## src/rtl/cdgm_pkg.sv

```systemverilog
// Shared constants and types for the central difference gradient magnitude block.
`timescale 1ns / 1ps

package cdgm_pkg;

  localparam int unsigned CFG_W    = 11;  // frame size register width
  localparam int unsigned PIX_W    = 8;
  localparam int unsigned DIFF_W   = PIX_W + 1;
  localparam int unsigned SQ_W     = 2 * PIX_W;
  localparam int unsigned SUM_W    = SQ_W + 1;
  localparam int unsigned MAG_W    = 9;
  localparam int unsigned RAD_W    = 2 * MAG_W;
  localparam int unsigned MIN_SIZE = 3;

  localparam logic [CFG_W-1:0] FRAME_WIDTH_RST  = CFG_W'(640);
  localparam logic [CFG_W-1:0] FRAME_HEIGHT_RST = CFG_W'(480);

  typedef enum logic [0:0] {
    REG_FRAME_WIDTH  = 1'b0,
    REG_FRAME_HEIGHT = 1'b1
  } cfg_reg_e;

  // 4-neighborhood around one interior pixel
  typedef struct packed {
    logic [PIX_W-1:0] left;
    logic [PIX_W-1:0] right;
    logic [PIX_W-1:0] up;
    logic [PIX_W-1:0] down;
    logic             frame_end;
  } win_t;

  typedef struct packed {
    logic [SUM_W-1:0] sum;
    logic             frame_end;
  } sum_t;

endpackage

```

## src/rtl/cdgm_sqrt.sv

```systemverilog
// Pipelined digit-by-digit integer square root, three result bits per stage.
`timescale 1ns / 1ps

module cdgm_sqrt (
  input  logic                       clk_i,
  input  logic                       rst_ni,
  input  logic                       sum_valid_i,
  output logic                       sum_ready_o,
  input  cdgm_pkg::sum_t             sum_i,
  output logic                       out_valid_o,
  input  logic                       out_ready_i,
  output logic [cdgm_pkg::MAG_W-1:0] magnitude_o,
  output logic                       frame_end_o
);
  import cdgm_pkg::*;

  localparam int STAGES = 3;
  localparam int STEPS  = MAG_W / STAGES;
  localparam int REM_W  = MAG_W + 3;

  logic [STAGES-1:0] v_q;
  logic [STAGES-1:0] fe_q;
  logic [REM_W-1:0]  rem_q  [STAGES];
  logic [MAG_W-1:0]  root_q [STAGES];
  logic [RAD_W-1:0]  rad_q  [STAGES];
  logic              stg_rdy [STAGES+1];

  assign stg_rdy[STAGES] = out_ready_i;
  assign sum_ready_o     = stg_rdy[0];

  for (genvar k = 0; k < STAGES; k++) begin : g_stage
    logic             v_s, fe_s;
    logic [REM_W-1:0] rem_s, rem_n;
    logic [MAG_W-1:0] root_s, root_n;
    logic [RAD_W-1:0] rad_s, rad_n;

    if (k == 0) begin : g_first
      assign v_s    = sum_valid_i;
      assign fe_s   = sum_i.frame_end;
      assign rem_s  = '0;
      assign root_s = '0;
      assign rad_s  = RAD_W'(sum_i.sum);
    end else begin : g_next
      assign v_s    = v_q[k-1];
      assign fe_s   = fe_q[k-1];
      assign rem_s  = rem_q[k-1];
      assign root_s = root_q[k-1];
      assign rad_s  = rad_q[k-1];
    end

    assign stg_rdy[k] = !v_q[k] || stg_rdy[k+1];

    always_comb begin
      logic [REM_W-1:0] cur;
      logic [REM_W-1:0] trial;
      rem_n  = rem_s;
      root_n = root_s;
      rad_n  = rad_s;
      for (int i = 0; i < STEPS; i++) begin
        cur   = {rem_n[REM_W-3:0], rad_n[RAD_W-1 -: 2]};
        trial = REM_W'({root_n, 2'b01});
        if (cur >= trial) begin
          rem_n  = cur - trial;
          root_n = {root_n[MAG_W-2:0], 1'b1};
        end else begin
          rem_n  = cur;
          root_n = {root_n[MAG_W-2:0], 1'b0};
        end
        rad_n = {rad_n[RAD_W-3:0], 2'b00};
      end
    end

    always_ff @(posedge clk_i or negedge rst_ni) begin
      if (!rst_ni) begin
        v_q[k] <= 1'b0;
      end else if (stg_rdy[k]) begin
        v_q[k] <= v_s;
      end
    end

    always_ff @(posedge clk_i) begin
      if (stg_rdy[k] && v_s) begin
        rem_q[k]  <= rem_n;
        root_q[k] <= root_n;
        rad_q[k]  <= rad_n;
        fe_q[k]   <= fe_s;
      end
    end
  end

  assign out_valid_o = v_q[STAGES-1];
  assign magnitude_o = root_q[STAGES-1];
  assign frame_end_o = fe_q[STAGES-1];

endmodule

```

## config.mk

```make
export PLATFORM = sky130hd
export DESIGN_NAME = cdgm_sqrt
export DESIGN_NICKNAME = d
export VERILOG_FILES = /design/src/rtl/cdgm_pkg.sv /design/src/rtl/cdgm_sqrt.sv
export SDC_FILE = /design/constraint.sdc
export NUM_CORES = 1
export LEC_CHECK = 0
export BUFFER_PORTS_ARGS = -buffer_cell sky130_fd_sc_hd__buf_2
export CAP_MARGIN = 20
export CELL_PAD_IN_SITES_DETAIL_PLACEMENT = 2
export CELL_PAD_IN_SITES_GLOBAL_PLACEMENT = 2
export CORE_MARGIN = 2
export CORE_UTILIZATION = 35
export DETAILED_ROUTE_END_ITERATION = 16
export PLACE_DENSITY_LB_ADDON = 0.1
export RECOVER_POWER = 50
export SLEW_MARGIN = 40
export SYNTH_ARGS = -nofsm -noshare
export SYNTH_HDL_FRONTEND = slang
export SYNTH_SLANG_ARGS = --single-unit
```

## constraint.sdc

```tcl
create_clock -name clk_i -period 7.15 [get_ports clk_i]
set_clock_uncertainty 0.15 [all_clocks]
set_input_delay 1.0725 -clock clk_i [delete_from_list [all_inputs] [get_ports clk_i]]
set_output_delay 1.0725 -clock clk_i [all_outputs]
set_load 0.05 [all_outputs]
```

==> run metrics <==
TritonCTS clock tree done; family with the most delay on the worst path simple AND/OR/NAND/NOR gates; power density over the cells 315 mW/mm²; # diodes 0; Syn-to-layout area delta 13.5%; Worst-path clk slew 0.05 ns; Post-CTS Hold Fix Bufs 0; Post-synth top flop edfxtp_1; fraction of layout cells with a size suffix above 1 15.8%; NetSw 724 µW; crit path DAT 6.70 ns; Via-to-Cell Ratio 5.53; post-synth top area cell edfxtp_1; H-tree depth 3; Final ANT Viol Nets 0; Clk pwr share 22.0%; Slew Viols, Final 27; Int Pwr 1.04 mW; DR pass1 iterations 4; Starting Density 35.7%; Final nets 616; Switching Share 41.0%; post-synth net total 576; max_cap viols 1; IO Count 34; Synth cell types 79; Tot Pwr 1.77 mW; hpwl dp 12100 µm; Die H 123 µm; number of synthesized flops with an enable pin 59; Slew headroom -4.18%; Mapped Avg Cell Area 9.78 µm²; core footprint 0.0138 mm²; post-layout util 40.5%; Final Hold Vio Count 0; Hold Path Class flop to flop; Synth area leaders edfxtp_1, ha_1, xnor2_1; clock tree sinks 62; postcts setup bufs 0; Buf/Inv on CP 0; final worst path period need 6.78 ns; #FFs+latches synth 62; Skew-Pair Late Insertion Delay 0.33 ns; DRC 0; Crit Path Category flop to flop; Gate power share 49.4%; Static Leak 2.27 nW; FF-to-FF setup slack 0.37 ns; yosys warns 0; Syn Inst Count 505; Max clock buf depth 2; status finished, violations left; failing checks capacitance limit, slew limit; first-pass GRT wire length 24000 µm; fmax 148 MHz; final instance area 0.00561 mm²; CTS Root Buffer Type clkbuf_16; most frequent CP cell ha_1; site row count 43; GRT overflow 0; final worst path period share 94.8%; Setup-failing EPs final 0; most frequent cell after synthesis edfxtp_1; Sequential Power Share 28.6%; crit end category flop; Die Area 0.0151 mm²; top cell type's share of synthesized area 35.9%; Fill cells 1494; Post-Syn Area 0.00494 mm²; sequential fraction of the synthesis area 37.4%; Worst-Margin Slew 1.56 ns; peak supply drop 126 µV; Total GRT Usage 21.0%; CP max stage cell or4_4; largest net degree at the start of global routing 27; crit-path max FO 11; Iter 0 DRT Violations 181; number of global-route vias before repair 4436; Post-DP Area 0.00531 mm²; routability cong. 0.827; initial antenna violation count 0; startpoint types flop; most common library cells after synthesis edfxtp_1, ha_1, nand2_1, nor2_1, inv_1; RSZ-0062 raised after global routing no; number of port buffers 33; setup tns final 0 ns; Post-synth ARST share 4.84%; Slowest Stage Delay on Critical Path 0.62 ns; die width 123 µm; TritonCTS buffer count 9; DRT Wirelength 14900 µm; crit path cell chain ha_1, or4_4, nor3_4, nand2_2, nor2_1, nor2_2, ha_1, and3_2, or2b_2, o31a_4, and4_2, nand3_4, nand2_1, xnor2_2, ha_1, nand4_1, nor2_1, a311oi_1, a211oi_1, or4_4, o211ai_2, mux2_1; Worst EP required 7.07 ns; via count 4032; drt wl/cell 20.5 µm
final timing paths:
check / start / endpoint / cells after the start
worst max-delay path: rem_q[0][2] / rem_q[0][21] / 22
worst min-delay path: rad_q[0][1] / rad_q[0][19] / 0
worst max register to register: rem_q[0][2] / rem_q[0][21] / 22
worst min register to register: rad_q[0][1] / rad_q[0][19] / 0
max in group asynchronous: rst_ni / g_stage[2].v_s / 1
min in group asynchronous: rst_ni / out_valid_o / 1
layout by cell type, fill, tap and decap left out, drive strengths merged, types with 3 or more instances in the layout:
| cell type | n |
|---|---|
| xnor2 | 26 |
| a21o | 9 |
| o22ai | 3 |
| o31ai | 5 |
| nand4 | 4 |
| dfrtp | 3 |
| o21ai | 26 |
| nand2 | 43 |
| and2 | 5 |
| nor2 | 44 |
| a311oi | 5 |
| nor3 | 13 |
| nand2b | 13 |
| inv | 38 |
| o21a | 5 |
| or4 | 3 |
| a211oi | 9 |
| nand3 | 7 |
| mux2 | 7 |
| nor4 | 12 |
| buf | 31 |
| edfxtp | 59 |
| o21bai | 4 |
| a21oi | 35 |
| a31oi | 4 |
| clkinv | 4 |
| nor2b | 4 |
| ha | 49 |
| xor2 | 9 |
| clkinvlp | 3 |
| and3 | 3 |
| and4 | 3 |
| mux2i | 11 |
| or3 | 4 |
| clkbuf | 14 |
power by group through the flow:
stage	Sequential, mW	Combinational [mW]	Clock [mW]
global placement	0.510	0.828	0
CTS	0.506	0.875	0.402
global route	0.510	0.974	0.414
detailed placement	0.512	0.865	0
floorplan	0.522	0.620	0
finish	0.505	0.871	0.389
timing repair:
item / CTS / global route
setup endpoints to repair: 4 / 9
gates resized for setup: 1 / 7
pin swaps: 0 / 0
metrics by stage:
stage | hold slack, ns | setup slack (ns) | instances
after floorplan | 0.250 | 0.958 | 505
after global placement | 0.252 | 0.402 | 714
after detailed placement | 0.265 | 0.0782 | 714
after CTS | 0.278 | 0.138 | 729
after global routing | 0.286 | 0.000290 | 729
final | 0.273 | 0.374 | 729
flip-flops by register name (all words and copies together) (netlist names):
register,cells
rem_q,20
g_stage.v_s,2
frame_end_o,1
rad_q,18
g_stage.fe_s,2
root_q,18
out_valid_o,1
kinds of logic (layout without fill, tap and decap cells):
group | Yosys count | after routing | share of synthesized area [%]
AOI/OAI and AO/OA | 125 | 125 | 16.9
muxes | 18 | 18 | 3.83
and+or+nand+nor | 170 | 170 | 19.5
adders and majority gates | 49 | 49 | 12.4
xor gates and xnor gates | 35 | 35 | 6.21
DFF | 62 | 62 | 37.4
buffers and inverters | 46 | 90 | 3.73
layout make-up:
class	count	area [µm²]	share of cell area, %
Clock inverter	6	40.0	0.714
Timing Repair Buffer	36	179	3.19
Multi-Input combinational cell	397	2940	52.5
Clock buffer	9	225	4.02
Sequential cell	62	1850	32.9
Inverter	39	146	2.61
Tap cell	180	225	4.02
per-layer routing:
metal,wire [µm],track usage (%)
met1,6990,27.3
met2,7560,37.1
met3,227,3.07
met4,152,4.24
met5,0,0
No activity file was read; power rests on OpenSTA's default activity.
