===== src/rtl/cdgm_pkg.sv =====
// Shared constants and types for the central difference gradient magnitude block.
`timescale 1ns / 1ps

package cdgm_pkg;

  localparam int unsigned CFG_W    = 11;  // frame size register width
  localparam int unsigned PIX_W    = 8;
  localparam int unsigned DIFF_W   = PIX_W + 1;
  localparam int unsigned SQ_W     = 2 * PIX_W;
  localparam int unsigned SUM_W    = SQ_W + 1;
  localparam int unsigned MAG_W    = 9;
  localparam int unsigned RAD_W    = 2 * MAG_W;
  localparam int unsigned MIN_SIZE = 3;

  localparam logic [CFG_W-1:0] FRAME_WIDTH_RST  = CFG_W'(640);
  localparam logic [CFG_W-1:0] FRAME_HEIGHT_RST = CFG_W'(480);

  typedef enum logic [0:0] {
    REG_FRAME_WIDTH  = 1'b0,
    REG_FRAME_HEIGHT = 1'b1
  } cfg_reg_e;

  // 4-neighborhood around one interior pixel
  typedef struct packed {
    logic [PIX_W-1:0] left;
    logic [PIX_W-1:0] right;
    logic [PIX_W-1:0] up;
    logic [PIX_W-1:0] down;
    logic             frame_end;
  } win_t;

  typedef struct packed {
    logic [SUM_W-1:0] sum;
    logic             frame_end;
  } sum_t;

endpackage


===== src/rtl/cdgm_grad.sv =====
// Differences, squares and sum of squares over three pipeline stages.
`timescale 1ns / 1ps

module cdgm_grad (
  input  logic           clk_i,
  input  logic           rst_ni,
  input  logic           win_valid_i,
  output logic           win_ready_o,
  input  cdgm_pkg::win_t win_i,
  output logic           sum_valid_o,
  input  logic           sum_ready_i,
  output cdgm_pkg::sum_t sum_o
);
  import cdgm_pkg::*;

  logic                     va_q, vb_q, vc_q;
  logic                     rdy_a, rdy_b, rdy_c;
  logic signed [DIFF_W-1:0] dx_q, dy_q;
  logic                     fea_q, feb_q, fec_q;
  logic signed [2*DIFF_W-1:0] sqx, sqy;
  logic [SQ_W-1:0]          sqx_q, sqy_q;
  logic [SUM_W-1:0]         sum_q;

  assign rdy_c       = !vc_q || sum_ready_i;
  assign rdy_b       = !vb_q || rdy_c;
  assign rdy_a       = !va_q || rdy_b;
  assign win_ready_o = rdy_a;

  assign sqx = dx_q * dx_q;
  assign sqy = dy_q * dy_q;

  always_ff @(posedge clk_i or negedge rst_ni) begin
    if (!rst_ni) begin
      va_q <= 1'b0;
      vb_q <= 1'b0;
      vc_q <= 1'b0;
    end else begin
      if (rdy_a) va_q <= win_valid_i;
      if (rdy_b) vb_q <= va_q;
      if (rdy_c) vc_q <= vb_q;
    end
  end

  always_ff @(posedge clk_i) begin
    if (rdy_a && win_valid_i) begin
      dx_q  <= $signed({1'b0, win_i.left}) - $signed({1'b0, win_i.right});
      dy_q  <= $signed({1'b0, win_i.up}) - $signed({1'b0, win_i.down});
      fea_q <= win_i.frame_end;
    end
    if (rdy_b && va_q) begin
      // squares are non-negative and below 2^16
      sqx_q <= sqx[SQ_W-1:0];
      sqy_q <= sqy[SQ_W-1:0];
      feb_q <= fea_q;
    end
    if (rdy_c && vb_q) begin
      sum_q <= SUM_W'(sqx_q) + SUM_W'(sqy_q);
      fec_q <= feb_q;
    end
  end

  assign sum_valid_o     = vc_q;
  assign sum_o.sum       = sum_q;
  assign sum_o.frame_end = fec_q;

endmodule


===== config.mk =====
export PLATFORM = sky130hd
export DESIGN_NAME = cdgm_grad
export DESIGN_NICKNAME = d
export VERILOG_FILES = /design/src/rtl/cdgm_pkg.sv /design/src/rtl/cdgm_grad.sv
export SDC_FILE = /design/constraint.sdc
export NUM_CORES = 1
export LEC_CHECK = 0
export ABC_AREA = 1
export BUFFER_PORTS_ARGS = -buffer_cell sky130_fd_sc_hd__clkbuf_2
export CAP_MARGIN = 0
export CORE_MARGIN = 1
export CORE_UTILIZATION = 50
export DETAILED_ROUTE_END_ITERATION = 7
export GPL_ROUTABILITY_DRIVEN = 0
export PLACE_DENSITY = 0.74
export SYNTH_ARGS = -nofsm -noshare
export SYNTH_HDL_FRONTEND = slang
export SYNTH_SLANG_ARGS = --single-unit

===== constraint.sdc =====
create_clock -name clk_i -period 14.85 [get_ports clk_i]
set_clock_uncertainty 0.15 [all_clocks]
set_input_delay 1.485 -clock clk_i [delete_from_list [all_inputs] [get_ports clk_i]]
set_output_delay 1.485 -clock clk_i [all_outputs]
set_load 0.01 [all_outputs]

==> results by group, run 1 <==
Status
  • Status: finished, final reports clean

Synthesis
  • Syn Nets: between 1000 and 1500
  • Yosys cell types: 34
  • #FFs+latches synth: 71
  • Sequential share of the synthesized area: about a quarter
  • Ys Warns: 0
  • Synth Cell Area: roughly 8700 um2
  • Synthesized instance count: 960
  • Mean Syn Cell Area: just over 9 um2

Timing
  • Final Hold Viols: 0
  • Achievable Freq: 196.6 MHz
  • WHS: about 0.27 ns
  • Rel. slew slack: 22.77%
  • Unrepaired setup endpoints after global routing: false
  • Slew of the pin with the lowest slew margin: 1.157 ns
  • # setup viols final: 0
  • Count of pins over their slew limit: 0
  • Final min period: a little over 5 ns
  • Fin crit share: roughly a third
  • Total Negative Setup Slacks: 0 ns

Clocking
  • CTS tree: done
  • Postcts setup bufs: 0
  • Clk slew on worst S/H paths: 0.06 ns
  • Root buf cell: clkbuf_16
  • Clock tree buffer depth: 2
  • Clk sinks: between 70 and 80
  • Number of hold buffers added after cts: 0
  • Worst skew pair latency: between 0.3 and 0.4 ns
  • H-tree Lvls: 3
  • Resize count post-CTS: 0
  • Inserted Clock Buffers: 9

Routing
  • WL/cell: around 13 um
  • DR WL met2: 7675 um
  • First DRT Iteration DRCs: a little over 300
  • Router iterations before antenna repair: 5
  • Via count: 6101
  • Detailed Route WL: around 16000 um
  • DRC: 0
  • Post-DRT Antenna Nets: 0
  • DR WL met3: roughly 650 um
  • Top sig layer: met4
  • Met1 wire length: around 7200 um
  • Vias/cell: about 5.0

Global routing
  • Initial antenna violation count: 0
  • GRT Total Usage: just under 20%
  • Largest net degree at the start of global routing: 32
  • Grt ovf: 0
  • First-pass GRT wire length: about 28000 um
  • Vias in the first global route: around 6300

Cells and area
  • Share of layout cells above drive strength 1: under 10%
  • Layout area overhead: 8.838%
  • Final net count: between 1000 and 1500
  • Final instance area: between 9000 and 10000 um2
  • Ant diodes: 0

Placement
  • Post-DP HPWL: ~13000 um
  • Buffers added on ports: between 50 and 60
  • Cell area after placement: just over 9000 um2

Worst setup path
  • R2R cell count: 15
  • Req. time, crit path: 14.79 ns
  • WP data arrival: approximately 5 ns
  • Crit Path Class: reg -> reg
  • Critical R2R Capture: sqy_q[13]
  • CP Capture Type: flip-flop
  • Critical Path Source Type: flip-flop
  • Launching point of the worst reg2reg path: dy_q[8]
  • Worst-path fanout max: 13
  • Reg2Reg Setup Slack: 9.76 ns

Min path
  • Worst Hold Launch: fea_q
  • Hold path cells: 0
  • Min-delay worst type: reg -> reg
  • Hold Path Sink: feb_q

Die
  • Die ar.: 17920 um2
  • Core ar.: between 15000 and 20000 um2
  • Die Span Y: approximately 130 um
  • Top Ports: between 50 and 60
  • Starting Density: approximately half
  • Std-Cell Rows: 47
  • DIE WIDTH: approximately 130 um

Run
  • Max_cap viols: 0
==> sequential cells by signal, indices dropped and copies added, names as in the netlist <==
name / flops
fec_q: 1
sum_valid_o: 1
dx_q: 9
sqx_q: 15
sqy_q: 15
vb_q: 1
sum_q: 17
fea_q: 1
dy_q: 9
feb_q: 1
va_q: 1
==> cell usage in the layout, fill, tap and decap left out, types with 2 or more instances in the layout <==
cell type     n
nand2_1     180
clkinvlp_4    3
nand4_1       5
inv_1       235
ha_1        107
o21ai_1       5
nand3_1      28
or2_2         4
dfrtp_1       3
o31ai_1       4
nor3_1        2
o21ai_0      19
fa_1        104
o21a_1        4
nand3_2       2
inv_2         2
a31oi_1       2
clkbuf_16     9
o21bai_1     10
clkinv_2      2
xnor2_1      21
nor2_1       37
a21oi_1      42
a21o_1        3
clkbuf_2     56
edfxtp_1     68
xor2_1       40
a21boi_0      2
nand2_2       4
==> cell families after synthesis <==
group	Yosys count	share of synthesized area, %
fa+ha+maj	211	39.36
buf+inv	257	11.24
xor+xnor	61	6.147
simple gates	266	12.67
compound gates	94	6.233
flops	71	24.36
==> worst max path at each step <==
stage,startpoint,end,cells after the start
after CTS,dy_q[8],sqy_q[13],15
after global routing,dy_q[8],sqy_q[13],15
final,dy_q[8],sqy_q[13],15
after detailed placement,dy_q[8],sqy_q[13],15
after floorplan,dy_q[8],sqy_q[13],16
after global placement,dy_q[8],sqy_q[13],15
==> through the flow <==
stage | setup slack [ns] | cells | util, %
5_1_grt | 9.467 | 1232 | 56.45
3_3_place_gp | 9.842 | 1216 | 54.68
4_1_cts | 9.773 | 1232 | 56.45
2_1_floorplan | 9.976 | 960 | -
3_5_place_dp | 9.773 | 1216 | 54.68
6_report | 9.763 | 1232 | 56.45
==> layout make-up <==
class | count | area [um2]
timing repair buffer | 56 | 280.3
clock buffer | 9 | 225.2
sequential | 71 | 2117
multi-input combinational | 632 | 5602
inverter | 237 | 889.6
fill | 1476 | 7300
tap | 220 | 275.3
clock inverter | 7 | 71.32
==> synthesized netlist by cell type <==
cell      count  area, um2
nand3b_1      1      7.510
nand4_1       5      31.28
ha_1        107       1339
and3_1        1      6.260
nand2_1     180      675.7
edfxtp_1     68       2042
o21ai_0      19      95.09
fa_1        104       2082
or2_2         4      25.02
inv_2         2      7.510
a31o_2        1      8.760
nand3_1      28      140.1
a21oi_1      43      215.2
o21ai_1       5      25.02
nand2_2       4      25.02
dfrtp_1       3      75.07
nor3_2        1      10.01
xnor2_1      21      183.9
clkbuf_1     12      45.04
a21o_1        3      22.52
a21boi_0      2      15.01
nor2_1       37      138.9
o31ai_1       4      30.03
nor3_1        2      10.01
buf_2         7      35.03
buf_4         1      7.510
o21a_1        4      30.03
a31oi_1       2      12.51
inv_1       235      882.1
nand3_2       2      20.02
o21bai_1     10      75.07
xor2_1       40      350.3
o31ai_2       1      12.51
nor2_4        1      11.26
==> per-layer routing <==
metal  GRT usage [%]  vias up
met5               0        -
met4           7.071        0
met3           3.099       27
met2           33.39      152
met1           25.74     2866
li1                -     3056
==> critical path: stages (launching register included) <==
cell,delay [ns]
edfxtp_1,0.58
inv_1,0.20
nor2_1,0.08
fa_1,0.54
inv_1,0.05
fa_1,0.53
inv_1,0.05
fa_1,0.50
fa_1,0.57
fa_1,0.43
ha_1,0.39
a21oi_1,0.19
nand2_1,0.11
a21oi_1,0.21
o21bai_1,0.11
xor2_1,0.14
Power of run 1 is left out: the tool's default activity adds up to more than one toggle a clock period on the data nets, which glitch-free logic cannot reach.
==> run 2, diff against run 1 <==
==> constraint.sdc (replaced) <==
create_clock -name clk_i -period 4.8 [get_ports clk_i]
set_clock_uncertainty 0.15 [all_clocks]
set_input_delay 0.48 -clock clk_i [delete_from_list [all_inputs] [get_ports clk_i]]
set_output_delay 0.48 -clock clk_i [all_outputs]
set_load 0.01 [all_outputs]
==> run 2 against run 1 <==
  * Via count grew 3.8%
  * Wire length grew 8.9%
  * Worst setup slack lost 9.7 ns
  * First-iteration DRC count shrank 1.3%
  * Die area is the same
  * Register-to-register slack lost 9.7 ns
  * Maximum frequency grew 8.1%
  * Sequential share of layout area shrank 1.5 points
  * Sequential cell count is the same
  * Non-clock buffer count grew 55
  * Hold slack lost 0.10 ns
  * Design area grew 7.0%
==> results by group, run 2 (synthesis results as in run 1) <==
Cells and area
  • Most frequent cells in the layout: inv_1 (230), nand2_1 (173), fa_1 (101) (was inv_1 (235), nand2_1 (180), ha_1 (107))
  • Ant diodes: 0 (unchanged)
  • Share of layout cells above drive strength 1: 16.59% (was 8.794%)
  • Biggest regs: sum_q x17, sqx_q x15, sqy_q x15 (unchanged)
  • Layout area overhead: 16.45% (was 8.838%)
  • Max reg flops: 17 (unchanged)
  • Final net count: 1310 (was 1255)
  • Most common library cell in the layout ignoring fill and taps: inv_1 (unchanged)
  • Register with the most flip-flops: sum_q (unchanged)

Placement
  • Post-DP HPWL: 13900 um (was 13300 um)
  • Setup slack at placement: 0.03171 ns (was 9.773 ns)
  • Buffers added on ports: 56 (unchanged)

Worst setup path
  • CP Capture Type: flip-flop (unchanged)
  • CP delay by family, top: adder cells (unchanged)
  • Crit Path Class: reg -> reg (unchanged)
  • Crit-path cells: nand2_2 -> inv_2 -> fa_1 -> inv_1 -> fa_1 -> inv_1 -> fa_1 -> fa_1 -> fa_1 -> ha_4 -> a21oi_4 -> nand2_2 -> a21oi_2 -> o21bai_1 -> xor2_1 (was inv_1 -> nor2_1 -> fa_1 -> inv_1 -> fa_1 -> inv_1 -> fa_1 -> fa_1 -> fa_1 -> ha_1 -> a21oi_1 -> nand2_1 -> a21oi_1 -> o21bai_1 -> xor2_1)
  • Largest stage delay, worst path: 0.59 ns (was 0.58 ns)
  • WP data arrival: 4.63 ns (was 5.02 ns)
  • CP bufs+invs: 3 (unchanged)
  • Critical Path Source Type: flip-flop (unchanged)
  • CP most frequent cell: fa_1 (unchanged)
  • CP max stage cell: fa_1 (was edfxtp_1)
  • Worst-path fanout max: 6 (was 13)
  • Req. time, crit path: 4.73 ns (was 14.79 ns)

Clocking
  • Clk sinks: 71 (unchanged)
  • Clock tree buffer depth: 2 (unchanged)
  • Root buf cell: clkbuf_16 (unchanged)
  • Worst skew pair latency: 0.34 ns (was 0.33 ns)
  • Inserted Clock Buffers: 9 (unchanged)
  • CTS tree: done (unchanged)
  • Clk slew on worst S/H paths: 0.06 ns (about the same)
  • H-tree Lvls: 3 (unchanged)

Timing
  • Slew of the pin with the lowest slew margin: 1.211 ns (was 1.157 ns)
  • Final min period: 4.705 ns (was 5.087 ns)
  • Final worst slack: 0.09516 ns (was 9.763 ns)
  • # setup viols final: 0 (unchanged)
  • Fin crit share: 98.02% (was 34.26%)
  • Unrepaired setup endpoints after global routing: true (was false)
  • Count of pins over their slew limit: 0 (unchanged)
  • Final Hold Viols: 0 (unchanged)
  • Achievable Freq: 212.5 MHz (was 196.6 MHz)
  • Rel. slew slack: 19.19% (was 22.77%)
  • Total Negative Setup Slacks: 0 ns (unchanged)

Die
  • Core ar.: 16760 um2 (unchanged)
  • Die Span Y: 133.9 um (unchanged)
  • Starting Density: 51.86% (unchanged)
  • Top Ports: 57 (unchanged)
  • Std-Cell Rows: 47 (unchanged)
  • DIE WIDTH: 133.9 um (unchanged)
  • Die ar.: 17920 um2 (unchanged)

Routing
  • Router iterations before antenna repair: 5 (unchanged)
  • Via count: 6335 (was 6101)
  • WL/cell: 13.49 um (was 12.95 um)
  • First DRT Iteration DRCs: 303 (was 307)
  • Detailed Route WL: 17360 um (was 15950 um)
  • Vias/cell: 4.922 (was 4.952)
  • DRC: 0 (unchanged)
  • Post-DRT Antenna Nets: 0 (unchanged)

Global routing
  • Vias in the first global route: 6361 (was 6271)
  • Initial antenna violation count: 0 (unchanged)
  • Grt ovf: 0 (unchanged)
  • First-pass GRT wire length: 28260 um (was 27880 um)
  • Largest net degree at the start of global routing: 32 (unchanged)
  • GRT Total Usage: 19.92% (was 19.76%)

Min path
  • Min-delay worst type: in -> reg (was reg -> reg)

Status
  • Status: finished, final reports clean (unchanged)

Run
  • Max_cap viols: 0 (unchanged)
-- run 2: cell count changes in the layout (fill, tap and decap cells not counted), moves of 4 or more --
cell,change
buf_4,+50
ha_1,-12
ha_4,+10
nand2_1,-7
nand2_2,+6
inv_1,-5
inv_2,+5
buf_6,+4
o21ai_0,-4
o21ai_1,+4
-- run 2: what timing repair did --
action                     in CTS  in global routing
hold endpoints to repair        3                  0
buffers inserted                0                 24
resized for setup               0                 44
hold buffers                    1                  0
setup endpoints to repair       0                 11
-- run 2: worst paths after layout --
| kind | startpoint | to | slack (ns) | cells past startpoint |
|---|---|---|---|---|
| max in group asynchronous | rst_ni | vb_q | 4.07 | 2 |
| min in group asynchronous | rst_ni | sum_valid_o | 0.33 | 2 |
| hold reg to reg | feb_q | fec_q | 0.28 | 0 |
| hold / removal | win_i[0] | fea_q | 0.17 | 1 |
| setup / recovery | dy_q[2] | sqy_q[13] | 0.1 | 15 |
| setup reg to reg | dy_q[2] | sqy_q[13] | 0.1 | 15 |
-- run 2: area by class of cell --
type                       instances  area, um2
clock buffer                       9      225.2
inverter                         237      889.6
tap                              220      275.3
multi-input combinational        632       5801
clock inverter                     7      103.9
sequential                        71       2117
fill                            1356       6638
timing repair buffer             111      710.7
-- run 2: metal layers --
metal / GRT usage (%) / part of all wire (%) / vias to the layer above
li1: - / - / 3172
met3: 3.023 / 3.8 / 19
met5: 0 / 0 / -
met2: 35.49 / 50 / 136
met4: 3.851 / 1.4 / 0
met1: 25.70 / 45 / 3008
-- run 2: metrics by stage --
stage | instance area (um2) | util [%] | instances | hold WS, ns
global route | 10120 | 60.40 | 1287 | 0.1689
detailed placement | 9405 | 56.12 | 1246 | 0.1310
CTS | 9744 | 58.14 | 1263 | 0.1626
global placement | 9405 | 56.12 | 1246 | 0.1300
finish | 10120 | 60.40 | 1287 | 0.1655
floorplan | 8708 | - | 960 | 0.03441
Power of run 2 is left out for the same reason.
